**src/rtl/core/fsas_pkg.sv**
```systemverilog
// Shared types and constants for the four-aspect signal sequencer.
`default_nettype none

package fsas_pkg;

  localparam int unsigned STATE_W = 4;
  localparam int unsigned LAMP_W  = 4;
  localparam int unsigned HOLD_W  = 16;
  localparam int unsigned CNT_W   = 17;
  localparam int unsigned FLASH_W = 8;
  localparam int unsigned DATA_W  = 32;
  localparam int unsigned ADDR_W  = 5;
  localparam int unsigned IDX_W   = 3;

  // Sequence states
  localparam logic [STATE_W-1:0] ST_INIT        = 4'd0;
  localparam logic [STATE_W-1:0] ST_IDLE        = 4'd1;
  localparam logic [STATE_W-1:0] ST_STOP        = 4'd2;
  localparam logic [STATE_W-1:0] ST_STOP_SHOW   = 4'd3;
  localparam logic [STATE_W-1:0] ST_DETECT      = 4'd4;
  localparam logic [STATE_W-1:0] ST_DETECT_HOLD = 4'd5;
  localparam logic [STATE_W-1:0] ST_WARN_ON     = 4'd6;
  localparam logic [STATE_W-1:0] ST_WARN_SHOW   = 4'd7;
  localparam logic [STATE_W-1:0] ST_WARN_HOLD   = 4'd8;
  localparam logic [STATE_W-1:0] ST_DECELWAIT   = 4'd9;
  localparam logic [STATE_W-1:0] ST_FLASHWAIT   = 4'd10;
  localparam logic [STATE_W-1:0] ST_CLEAR       = 4'd11;

  // Lamp patterns, bit0 is lamp 1
  localparam logic [LAMP_W-1:0] LAMP_BLANK        = 4'h0;
  localparam logic [LAMP_W-1:0] LAMP_STOP         = 4'hE;
  localparam logic [LAMP_W-1:0] LAMP_CAUTION_STOP = 4'hC;
  localparam logic [LAMP_W-1:0] LAMP_CAUTION      = 4'hD;
  localparam logic [LAMP_W-1:0] LAMP_DECEL        = 4'h5;
  localparam logic [LAMP_W-1:0] LAMP_ADVANCE      = 4'h4;

  // Operations
  localparam logic OP_TICK  = 1'b0;
  localparam logic OP_FORCE = 1'b1;

  // Register indexes
  localparam logic [IDX_W-1:0] REG_STOP_HOLD    = 3'd0;
  localparam logic [IDX_W-1:0] REG_CAUTION_HOLD = 3'd1;
  localparam logic [IDX_W-1:0] REG_DECEL_HOLD   = 3'd2;
  localparam logic [IDX_W-1:0] REG_FLASH_HALF   = 3'd3;
  localparam logic [IDX_W-1:0] REG_FLASH_CYCLES = 3'd4;

  // Register reset values
  localparam logic [HOLD_W-1:0]  RST_STOP_HOLD    = 16'd100;
  localparam logic [HOLD_W-1:0]  RST_CAUTION_HOLD = 16'd100;
  localparam logic [HOLD_W-1:0]  RST_DECEL_HOLD   = 16'd100;
  localparam logic [HOLD_W-1:0]  RST_FLASH_HALF   = 16'd50;
  localparam logic [FLASH_W-1:0] RST_FLASH_CYCLES = 8'd5;

  typedef struct packed {
    logic               operation;
    logic [STATE_W-1:0] new_state;
  } item_t;

  typedef struct packed {
    logic [LAMP_W-1:0]  lamps;
    logic [STATE_W-1:0] current_state;
  } result_t;

endpackage

`default_nettype wire

```
**src/rtl/core/four_aspect_signal_sequencer.sv**
```systemverilog
// Four-aspect block-signal lamp sequencer: state update, result register, config registers.
`default_nettype none

// Usage
// The item channel takes one item per accepted cycle: a tick (operation 0)
// steps the sequence once, a force (operation 1) loads new_state when it is a
// legal state and leaves lamps and counters alone. Every item gives exactly one
// result on the result channel: the lamp pattern and the state after the step.
// result_valid rises in the cycle after acceptance. Throughput is one item
// per clock unless the receiver stalls; the rate is set by the single state
// register update: a short 17-bit increment and compare plus the state decode.
// The result register parts the two channels: item_stall rises only while a
// result waits and the receiver stalls it, so a new item is taken in the same
// cycle the waiting result leaves. A stalled result holds its value.
// Reset (rst, synchronous) puts the sequence in init with all lamps off, clears
// counters and flash phase, drops result_valid and loads the register defaults
// (holds 100, 100, 100, flash half period 50, flash cycles 5).
// Registers sit on the APB-style port at byte addresses 0, 4, 8, 12, 16; write
// them only while the block is idle. Writes to 20, 24 and 28 are dropped.
module four_aspect_signal_sequencer (
  input  wire                         clk,
  input  wire                         rst,
  // item channel
  input  wire                         item_valid,
  output logic                        item_stall,
  input  wire fsas_pkg::item_t        item,
  // result channel
  output logic                        result_valid,
  input  wire                         result_stall,
  output fsas_pkg::result_t           result,
  // configuration port
  input  wire                         psel,
  input  wire                         penable,
  input  wire                         pwrite,
  input  wire [fsas_pkg::ADDR_W-1:0]  paddr,
  input  wire [fsas_pkg::DATA_W-1:0]  pwdata,
  output logic [fsas_pkg::DATA_W-1:0] prdata,
  output logic                        pready
);
  import fsas_pkg::*;

  // Config registers
  logic [HOLD_W-1:0]  stop_hold;
  logic [HOLD_W-1:0]  caution_hold;
  logic [HOLD_W-1:0]  deceleration_hold;
  logic [HOLD_W-1:0]  flash_half_period;
  logic [FLASH_W-1:0] flash_cycles;

  // Sequence state
  logic [STATE_W-1:0] seq_state, seq_state_next;
  logic [CNT_W-1:0]   hold_counter, hold_counter_next;
  logic [FLASH_W-1:0] flash_count, flash_count_next;
  logic               flash_phase, flash_phase_next;
  logic [LAMP_W-1:0]  lamp_levels, lamp_levels_next;

  logic               accept;
  logic               cfg_write;
  logic [IDX_W-1:0]   cfg_idx;
  logic [HOLD_W-1:0]  hold_limit;
  logic [CNT_W-1:0]   cnt_inc;
  logic               hold_done;

  // Stall only while a result waits and its receiver holds it back
  assign item_stall = result_valid & result_stall;
  assign accept     = item_valid & ~item_stall;

  // Configuration port
  assign pready    = 1'b1;
  assign cfg_idx   = paddr[ADDR_W-1:2];
  assign cfg_write = psel & penable & pwrite & pready;

  always_ff @(posedge clk) begin
    if (rst) begin
      stop_hold         <= RST_STOP_HOLD;
      caution_hold      <= RST_CAUTION_HOLD;
      deceleration_hold <= RST_DECEL_HOLD;
      flash_half_period <= RST_FLASH_HALF;
      flash_cycles      <= RST_FLASH_CYCLES;
    end else if (cfg_write) begin
      case (cfg_idx)
        REG_STOP_HOLD:    stop_hold         <= pwdata[HOLD_W-1:0];
        REG_CAUTION_HOLD: caution_hold      <= pwdata[HOLD_W-1:0];
        REG_DECEL_HOLD:   deceleration_hold <= pwdata[HOLD_W-1:0];
        REG_FLASH_HALF:   flash_half_period <= pwdata[HOLD_W-1:0];
        REG_FLASH_CYCLES: flash_cycles      <= pwdata[FLASH_W-1:0];
        default: ;
      endcase
    end
  end

  always_comb begin
    case (cfg_idx)
      REG_STOP_HOLD:    prdata = {{(DATA_W-HOLD_W){1'b0}}, stop_hold};
      REG_CAUTION_HOLD: prdata = {{(DATA_W-HOLD_W){1'b0}}, caution_hold};
      REG_DECEL_HOLD:   prdata = {{(DATA_W-HOLD_W){1'b0}}, deceleration_hold};
      REG_FLASH_HALF:   prdata = {{(DATA_W-HOLD_W){1'b0}}, flash_half_period};
      REG_FLASH_CYCLES: prdata = {{(DATA_W-FLASH_W){1'b0}}, flash_cycles};
      default:          prdata = '0;
    endcase
  end

  // Pick the limit of the hold that the current state times
  always_comb begin
    case (seq_state)
      ST_DETECT_HOLD: hold_limit = stop_hold;
      ST_WARN_HOLD:   hold_limit = caution_hold;
      ST_DECELWAIT:   hold_limit = deceleration_hold;
      default:        hold_limit = flash_half_period;
    endcase
  end

  // A hold of limit+1 ticks ends once the advanced counter passes the limit
  assign cnt_inc   = hold_counter + 1'b1;
  assign hold_done = cnt_inc > {1'b0, hold_limit};

  always_comb begin
    logic [FLASH_W-1:0] fc_step;
    seq_state_next    = seq_state;
    hold_counter_next = hold_counter;
    flash_count_next  = flash_count;
    flash_phase_next  = flash_phase;
    lamp_levels_next  = lamp_levels;
    fc_step           = flash_count;
    if (item.operation == OP_FORCE) begin
      // Take only legal states; lamps and counters stay as they are
      if (item.new_state <= ST_CLEAR) begin
        seq_state_next = item.new_state;
      end
    end else begin
      case (seq_state)
        ST_INIT: begin
          lamp_levels_next = LAMP_STOP;
          seq_state_next   = ST_IDLE;
        end
        ST_STOP: begin
          lamp_levels_next = LAMP_BLANK;
          seq_state_next   = ST_STOP_SHOW;
        end
        ST_STOP_SHOW: begin
          lamp_levels_next = LAMP_STOP;
          seq_state_next   = ST_IDLE;
        end
        ST_DETECT: begin
          lamp_levels_next  = LAMP_STOP;
          hold_counter_next = '0;
          seq_state_next    = ST_DETECT_HOLD;
        end
        ST_DETECT_HOLD: begin
          hold_counter_next = hold_done ? '0 : cnt_inc;
          if (hold_done) begin
            seq_state_next = ST_WARN_ON;
          end
        end
        ST_WARN_ON: begin
          lamp_levels_next = LAMP_CAUTION_STOP;
          seq_state_next   = ST_WARN_SHOW;
        end
        ST_WARN_SHOW: begin
          lamp_levels_next  = LAMP_CAUTION;
          hold_counter_next = '0;
          seq_state_next    = ST_WARN_HOLD;
        end
        ST_WARN_HOLD: begin
          hold_counter_next = hold_done ? '0 : cnt_inc;
          if (hold_done) begin
            flash_count_next = '0;
            lamp_levels_next = LAMP_DECEL;
            seq_state_next   = ST_DECELWAIT;
          end
        end
        ST_DECELWAIT: begin
          hold_counter_next = hold_done ? '0 : cnt_inc;
          if (hold_done) begin
            flash_count_next = '0;
            lamp_levels_next = LAMP_DECEL;
            seq_state_next   = ST_FLASHWAIT;
          end
        end
        ST_FLASHWAIT: begin
          hold_counter_next = hold_done ? '0 : cnt_inc;
          if (hold_done) begin
            // Toggle the flash; count an on-phase when the lamps come back on
            if (!flash_phase) begin
              lamp_levels_next = LAMP_BLANK;
              flash_phase_next = 1'b1;
            end else begin
              lamp_levels_next = LAMP_DECEL;
              flash_phase_next = 1'b0;
              fc_step          = flash_count + 1'b1;
            end
            flash_count_next = fc_step;
            if (fc_step >= flash_cycles) begin
              lamp_levels_next = LAMP_BLANK;
              seq_state_next   = ST_CLEAR;
            end
          end
        end
        ST_CLEAR: begin
          lamp_levels_next = LAMP_ADVANCE;
          seq_state_next   = ST_IDLE;
        end
        default: ;
      endcase
    end
  end

  always_ff @(posedge clk) begin
    if (rst) begin
      seq_state    <= ST_INIT;
      hold_counter <= '0;
      flash_count  <= '0;
      flash_phase  <= 1'b0;
      lamp_levels  <= LAMP_BLANK;
    end else if (accept) begin
      seq_state    <= seq_state_next;
      hold_counter <= hold_counter_next;
      flash_count  <= flash_count_next;
      flash_phase  <= flash_phase_next;
      lamp_levels  <= lamp_levels_next;
    end
  end

  // Result register: load on accept, drop valid once taken
  always_ff @(posedge clk) begin
    if (rst) begin
      result_valid <= 1'b0;
    end else if (accept) begin
      result_valid <= 1'b1;
    end else if (!result_stall) begin
      result_valid <= 1'b0;
    end
  end

  always_ff @(posedge clk) begin
    if (accept) begin
      result.lamps         <= lamp_levels_next;
      result.current_state <= seq_state_next;
    end
  end

`ifndef ASSERT_OFF
  a_accept_gives_result: assert property (@(posedge clk) disable iff (rst)
    accept |=> result_valid)
    else $error("accepted item gave no result");

  a_result_matches_state: assert property (@(posedge clk) disable iff (rst)
    accept |=> (result.current_state == seq_state) && (result.lamps == lamp_levels))
    else $error("result differs from sequence state");

  a_force_keeps_lamps: assert property (@(posedge clk) disable iff (rst)
    accept && (item.operation == OP_FORCE) |=>
      $stable(lamp_levels) && $stable(hold_counter) && $stable(flash_count))
    else $error("force changed lamps or counters");

  a_init_tick: assert property (@(posedge clk) disable iff (rst)
    accept && (item.operation == OP_TICK) && (seq_state == ST_INIT) |=>
      (lamp_levels == LAMP_STOP) && (seq_state == ST_IDLE))
    else $error("init tick did not show stop");

  a_no_accept_holds_state: assert property (@(posedge clk) disable iff (rst)
    !accept |=> $stable(seq_state) && $stable(lamp_levels))
    else $error("state moved without an item");
`endif

endmodule

`default_nettype wire

```
**config.mk**
```make
export PLATFORM = sky130hd
export DESIGN_NAME = four_aspect_signal_sequencer
export DESIGN_NICKNAME = d
export VERILOG_FILES = /design/src/rtl/core/fsas_pkg.sv /design/src/rtl/core/four_aspect_signal_sequencer.sv
export SDC_FILE = /design/constraint.sdc
export NUM_CORES = 1
export LEC_CHECK = 0
export BUFFER_PORTS_ARGS = -buffer_cell sky130_fd_sc_hd__clkbuf_2
export CORE_UTILIZATION = 47
export CTS_BUF_LIST = sky130_fd_sc_hd__clkbuf_4 sky130_fd_sc_hd__clkbuf_8
export DETAILED_ROUTE_END_ITERATION = 12
export PLACE_DENSITY = 0.76
export SLEW_MARGIN = 20
export SYNTH_ARGS = -nofsm -noshare
export SYNTH_HDL_FRONTEND = slang
export SYNTH_SLANG_ARGS = --single-unit
```
**constraint.sdc**
```tcl
create_clock -name clk -period 6.9 [get_ports clk]
set_input_delay 1.38 -clock clk [delete_from_list [all_inputs] [get_ports clk]]
set_output_delay 1.38 -clock clk [all_outputs]
set_load 0.005 [all_outputs]
```
==> flow_results.xml <==
<?xml version="1.0" encoding="UTF-8"?>
<metrics>
  <group name="yosys">
    <metric name="synth.avg_cell_area" unit="sq um">8.030</metric>
    <metric name="simple_logic_cell_fraction_of_the_synthesized_area" unit="%">24.56</metric>
    <metric name="async_flop_share" unit="%">0</metric>
    <metric name="synthesis.area" unit="sq um">6673</metric>
    <metric name="synth_top_family_by_area" unit="">simple AND/OR/NAND/NOR gates</metric>
    <metric name="seq_area_frac_synth" unit="%">35.70</metric>
    <metric name="yosysTopAreaCell" unit="">sky130_fd_sc_hd__dfxtp_1</metric>
    <metric name="yosys_warnings" unit="">0</metric>
    <metric name="synth.distinct_cells" unit="">64</metric>
    <metric name="synthFlopType" unit="">sky130_fd_sc_hd__dfxtp_1</metric>
    <metric name="post_synth_inst_count" unit="">831</metric>
    <metric name="xor_xnor_cell_area_share_of_the_yosys_netlist" unit="%">2.475</metric>
    <metric name="netlist_top_cells_area" unit="">sky130_fd_sc_hd__dfxtp_1 32%, sky130_fd_sc_hd__nand2_1 9.9%, sky130_fd_sc_hd__a21oi_1 5.9%</metric>
    <metric name="post-synth-top-area-fraction" unit="%">32.10</metric>
    <metric name="yosys-mux-area-fraction" unit="%">8.757</metric>
    <metric name="edff_count_synth" unit="">8</metric>
    <metric name="compound_cell_area_share_of_the_yosys_netlist" unit="%">17.25</metric>
    <metric name="synth-seq-cells" unit="">115</metric>
    <metric name="yosys.area_share.adder" unit="%">4.875</metric>
  </group>
  <group name="placed_design">
    <metric name="detailedPlace.worstSlack" unit="ns">2.310</metric>
    <metric name="dp_hpwl" unit="microns">11100</metric>
    <metric name="gpl_wtd_cong" unit="">0.8623</metric>
    <metric name="port-buffer-count" unit="">56</metric>
  </group>
  <group name="global_route">
    <metric name="number_of_global_route_vias_before_repair" unit="">5662</metric>
    <metric name="use_met3" unit="%">6.156</metric>
    <metric name="grt_start_max_net_pins" unit="">92</metric>
    <metric name="grt.met2_usage" unit="%">39.68</metric>
    <metric name="number_of_antenna_violations_at_the_first_check_in_global_routing" unit="">0</metric>
    <metric name="global_route_wire_length_before_repair" unit="microns">28010</metric>
    <metric name="grt.overflow.total" unit="">0</metric>
    <metric name="globalRoute.busiestLayer" unit="">met2</metric>
    <metric name="grt.total_usage" unit="%">24.60</metric>
    <metric name="grt_util_met1" unit="%">32.01</metric>
  </group>
  <group name="cells_and_area">
    <metric name="final_nets" unit="">937</metric>
    <metric name="area_growth_syn_to_layout" unit="%">11.74</metric>
    <metric name="n_antenna_cell" unit="">0</metric>
    <metric name="layout.cells.most_common_list" unit="">176 x sky130_fd_sc_hd__nand2_1, 107 x sky130_fd_sc_hd__dfxtp_1, 79 x sky130_fd_sc_hd__a21oi_1</metric>
    <metric name="final_common_cell" unit="">sky130_fd_sc_hd__nand2_1</metric>
    <metric name="drive_gt1_share" unit="%">14.97</metric>
  </group>
  <group name="critical_path">
    <metric name="worst-endpoint-arrival" unit="ns">3.28</metric>
    <metric name="crit_path_frequent_cell" unit="">sky130_fd_sc_hd__clkbuf_2</metric>
    <metric name="critical_path_required" unit="ns">5.52</metric>
    <metric name="critPathLaunchType" unit="">primary input</metric>
    <metric name="setup.worst_path.class" unit="">primary input to primary output</metric>
    <metric name="slowest_stage" unit="">sky130_fd_sc_hd__nor2b_1</metric>
    <metric name="path_buf_inv" unit="">2</metric>
    <metric name="maximum_fanout_along_the_worst_path" unit="">30</metric>
    <metric name="critical_path.top_delay_family" unit="">simple AND/OR/NAND/NOR gates</metric>
    <metric name="end_kind" unit="">primary output</metric>
    <metric name="stage_delay_of_the_slowest_cell_on_the_critical_path" unit="ns">0.76</metric>
    <metric name="crit_path_cell_trace" unit="">clkbuf_2 -&gt; nor2b_1 -&gt; a21oi_1 -&gt; o22ai_1 -&gt; clkbuf_2</metric>
  </group>
  <group name="clock_tree">
    <metric name="cts_hold_repair.buffers" unit="">0</metric>
    <metric name="cts_num_sinks" unit="">115</metric>
    <metric name="cts.root.buffer_cell" unit="">sky130_fd_sc_hd__clkbuf_8</metric>
    <metric name="clock_tree.htree_level_count" unit="">4</metric>
    <metric name="clock_insertion_delay_at_the_later_pin_of_the_skew_report" unit="ns">0.46</metric>
    <metric name="postCtsResizedCells" unit="">0</metric>
    <metric name="clock_slew_at_reported_path_ffs" unit="ns">0.07</metric>
    <metric name="post-cts-setup-buffers" unit="">0</metric>
    <metric name="cts-buffers-inserted" unit="">17</metric>
    <metric name="tritoncts" unit="">built</metric>
    <metric name="cts_buffer_depth" unit="">2</metric>
  </group>
  <group name="pwr">
    <metric name="pwr_density" unit="nW/um^2">210.3</metric>
    <metric name="vdd_ir_drop_max" unit="uV">197.4</metric>
    <metric name="power.static_leakage" unit="nW">2.891</metric>
  </group>
  <group name="floorplan">
    <metric name="core.rowCount" unit="">43</metric>
    <metric name="initial_utilization" unit="%">48.07</metric>
    <metric name="boundaryPins" unit="">92</metric>
    <metric name="design.die.area" unit="sq um">14680</metric>
    <metric name="fp.dieW" unit="microns">121.2</metric>
    <metric name="core-area" unit="sq um">13880</metric>
    <metric name="floorplan.die.height" unit="microns">121.2</metric>
  </group>
  <group name="routing">
    <metric name="post-route-drc-count" unit="">0</metric>
    <metric name="first_pass_iteration_count_of_the_detailed_router" unit="">5</metric>
    <metric name="viasPerCell" unit="">5.740</metric>
    <metric name="dr_total_vias" unit="">6056</metric>
    <metric name="dr.first_iter.drc_count" unit="">430</metric>
    <metric name="routed_wire_length_per_instance" unit="microns">16.12</metric>
    <metric name="route.antenna.remaining_nets" unit="">0</metric>
    <metric name="detail_route.wirelength" unit="microns">17010</metric>
  </group>
  <group name="timing">
    <metric name="timing.fmax" unit="GHz">0.2148</metric>
    <metric name="hold_viol_final" unit="">0</metric>
    <metric name="post-route-worst-setup-slack" unit="ns">2.244</metric>
    <metric name="slew_headroom" unit="%">31.48</metric>
    <metric name="final-setup-viol-count" unit="">0</metric>
    <metric name="final.min_clock_period" unit="ns">4.656</metric>
    <metric name="fin_tns_setup" unit="ns">0</metric>
    <metric name="worstMarginPinSlew" unit="ns">1.028</metric>
    <metric name="final_max_slew_viol_count" unit="">0</metric>
    <metric name="rsz_0062_raised_after_global_routing" unit="">no</metric>
    <metric name="min_period_over_period" unit="%">67.49</metric>
    <metric name="fin_skew" unit="ns">0.01259</metric>
  </group>
  <group name="status">
    <metric name="run_status" unit="">complete, no violations</metric>
  </group>
  <group name="hold_path">
    <metric name="timing.hold.worst.class" unit="">flop to flop</metric>
  </group>
  <group name="job">
    <metric name="max_cap_viol_count" unit="">0</metric>
  </group>
</metrics>
[report_power, final]
part           switching (W)  internal [W]
Clock               0.000305      0.000444
Sequential        0.00000712      0.000683
Combinational      0.0000859     0.0000435
Total               0.000398       0.00117
[per-layer routing]
| layer | vias up | part of all wire (%) |
|---|---|---|
| li1 | 2967 | - |
| met1 | 2835 | 44 |
| met2 | 230 | 47 |
| met3 | 24 | 7.8 |
| met4 | 0 | 1.3 |
| met5 | - | 0 |
[synthesized netlist by cell type (2+ instances only)]
library cell / count
sky130_fd_sc_hd__a2111oi_1: 4
sky130_fd_sc_hd__a211oi_1: 6
sky130_fd_sc_hd__a21o_1: 5
sky130_fd_sc_hd__a21oi_1: 79
sky130_fd_sc_hd__a221oi_1: 16
sky130_fd_sc_hd__a22o_1: 5
sky130_fd_sc_hd__a22oi_1: 2
sky130_fd_sc_hd__a31oi_1: 2
sky130_fd_sc_hd__a41oi_1: 8
sky130_fd_sc_hd__and2_1: 9
sky130_fd_sc_hd__and3_1: 5
sky130_fd_sc_hd__buf_1: 2
sky130_fd_sc_hd__buf_2: 4
sky130_fd_sc_hd__buf_4: 18
sky130_fd_sc_hd__clkbuf_1: 45
sky130_fd_sc_hd__clkinv_1: 2
sky130_fd_sc_hd__conb_1: 2
sky130_fd_sc_hd__dfxtp_1: 107
sky130_fd_sc_hd__edfxtp_1: 8
sky130_fd_sc_hd__ha_1: 26
sky130_fd_sc_hd__inv_1: 18
sky130_fd_sc_hd__mux2i_1: 37
sky130_fd_sc_hd__mux4_2: 9
sky130_fd_sc_hd__nand2_1: 176
sky130_fd_sc_hd__nand2b_1: 7
sky130_fd_sc_hd__nand3_1: 30
sky130_fd_sc_hd__nand4_1: 10
sky130_fd_sc_hd__nor2_1: 66
sky130_fd_sc_hd__nor2b_1: 11
sky130_fd_sc_hd__nor3_1: 7
sky130_fd_sc_hd__nor3b_1: 4
sky130_fd_sc_hd__nor4_1: 5
sky130_fd_sc_hd__nor4b_1: 4
sky130_fd_sc_hd__o211ai_1: 8
sky130_fd_sc_hd__o21a_1: 5
sky130_fd_sc_hd__o21ai_0: 16
sky130_fd_sc_hd__o22ai_1: 8
sky130_fd_sc_hd__o32ai_1: 2
sky130_fd_sc_hd__or2_2: 7
sky130_fd_sc_hd__or3_1: 7
sky130_fd_sc_hd__xnor2_1: 12
sky130_fd_sc_hd__xor2_1: 5
[registers in the layout (all words and copies together) (netlist names)]
name,flops
flash_cycles,8
flash_count,8
flash_half_period,16
seq_state,4
lamp_levels,4
result_valid,1
result,8
hold_counter,17
caution_hold,16
flash_phase,1
stop_hold,16
deceleration_hold,16
[final timing paths]
check             cells past startpoint  slack (ns)           start              to
hold / removal                        2        0.47  lamp_levels[2]  lamp_levels[2]
hold reg to reg                       2        0.47  lamp_levels[2]  lamp_levels[2]
setup / recovery                      5        2.24        paddr[3]       prdata[5]
setup reg to reg                     14        2.36    seq_state[0]       result[6]
[metrics by stage]
step / instance area [sq um] / power (W) / util, % / hold WS, ns / cells
after floorplan: 6729 / 0.0007951 / - / 0.4421 / 846
after global placement: 6989 / 0.0008319 / 50.35 / 0.4542 / 1023
after detailed placement: 6989 / 0.0008336 / 50.35 / 0.4591 / 1023
after CTS: 7456 / 0.001577 / 53.71 / 0.4694 / 1055
after global routing: 7456 / 0.001628 / 53.71 / 0.4902 / 1055
final: 7456 / 0.001568 / 53.71 / 0.4672 / 1055
[tightest hold or removal path: cells and delay by family (launching register included)]
kind,cells,cell delay (ns)
DFF,1,0.32
and+or+nand+nor,1,0.05
AOI/OAI and AO/OA,1,0.05
[layout make-up]
class / count / area, sq um
Tap cell: 180 / 225.2
Clock buffer: 18 / 247.7
Sequential cell: 115 / 2382
Timing Repair Buffer: 67 / 362.8
Fill cell: 1328 / 6425
Clock inverter: 14 / 219.0
Multi-Input combinational cell: 641 / 3944
Inverter: 20 / 75.07
[kinds of logic after synthesis]
kind of cell | Yosys count
AOI/OAI and AO/OA | 177
buffers and inverters | 90
DFF | 115
other | 2
xor gates and xnor gates | 18
and+or+nand+nor | 356
muxes | 47
adders and majority gates | 26
(Power assumes the default switching activity.)
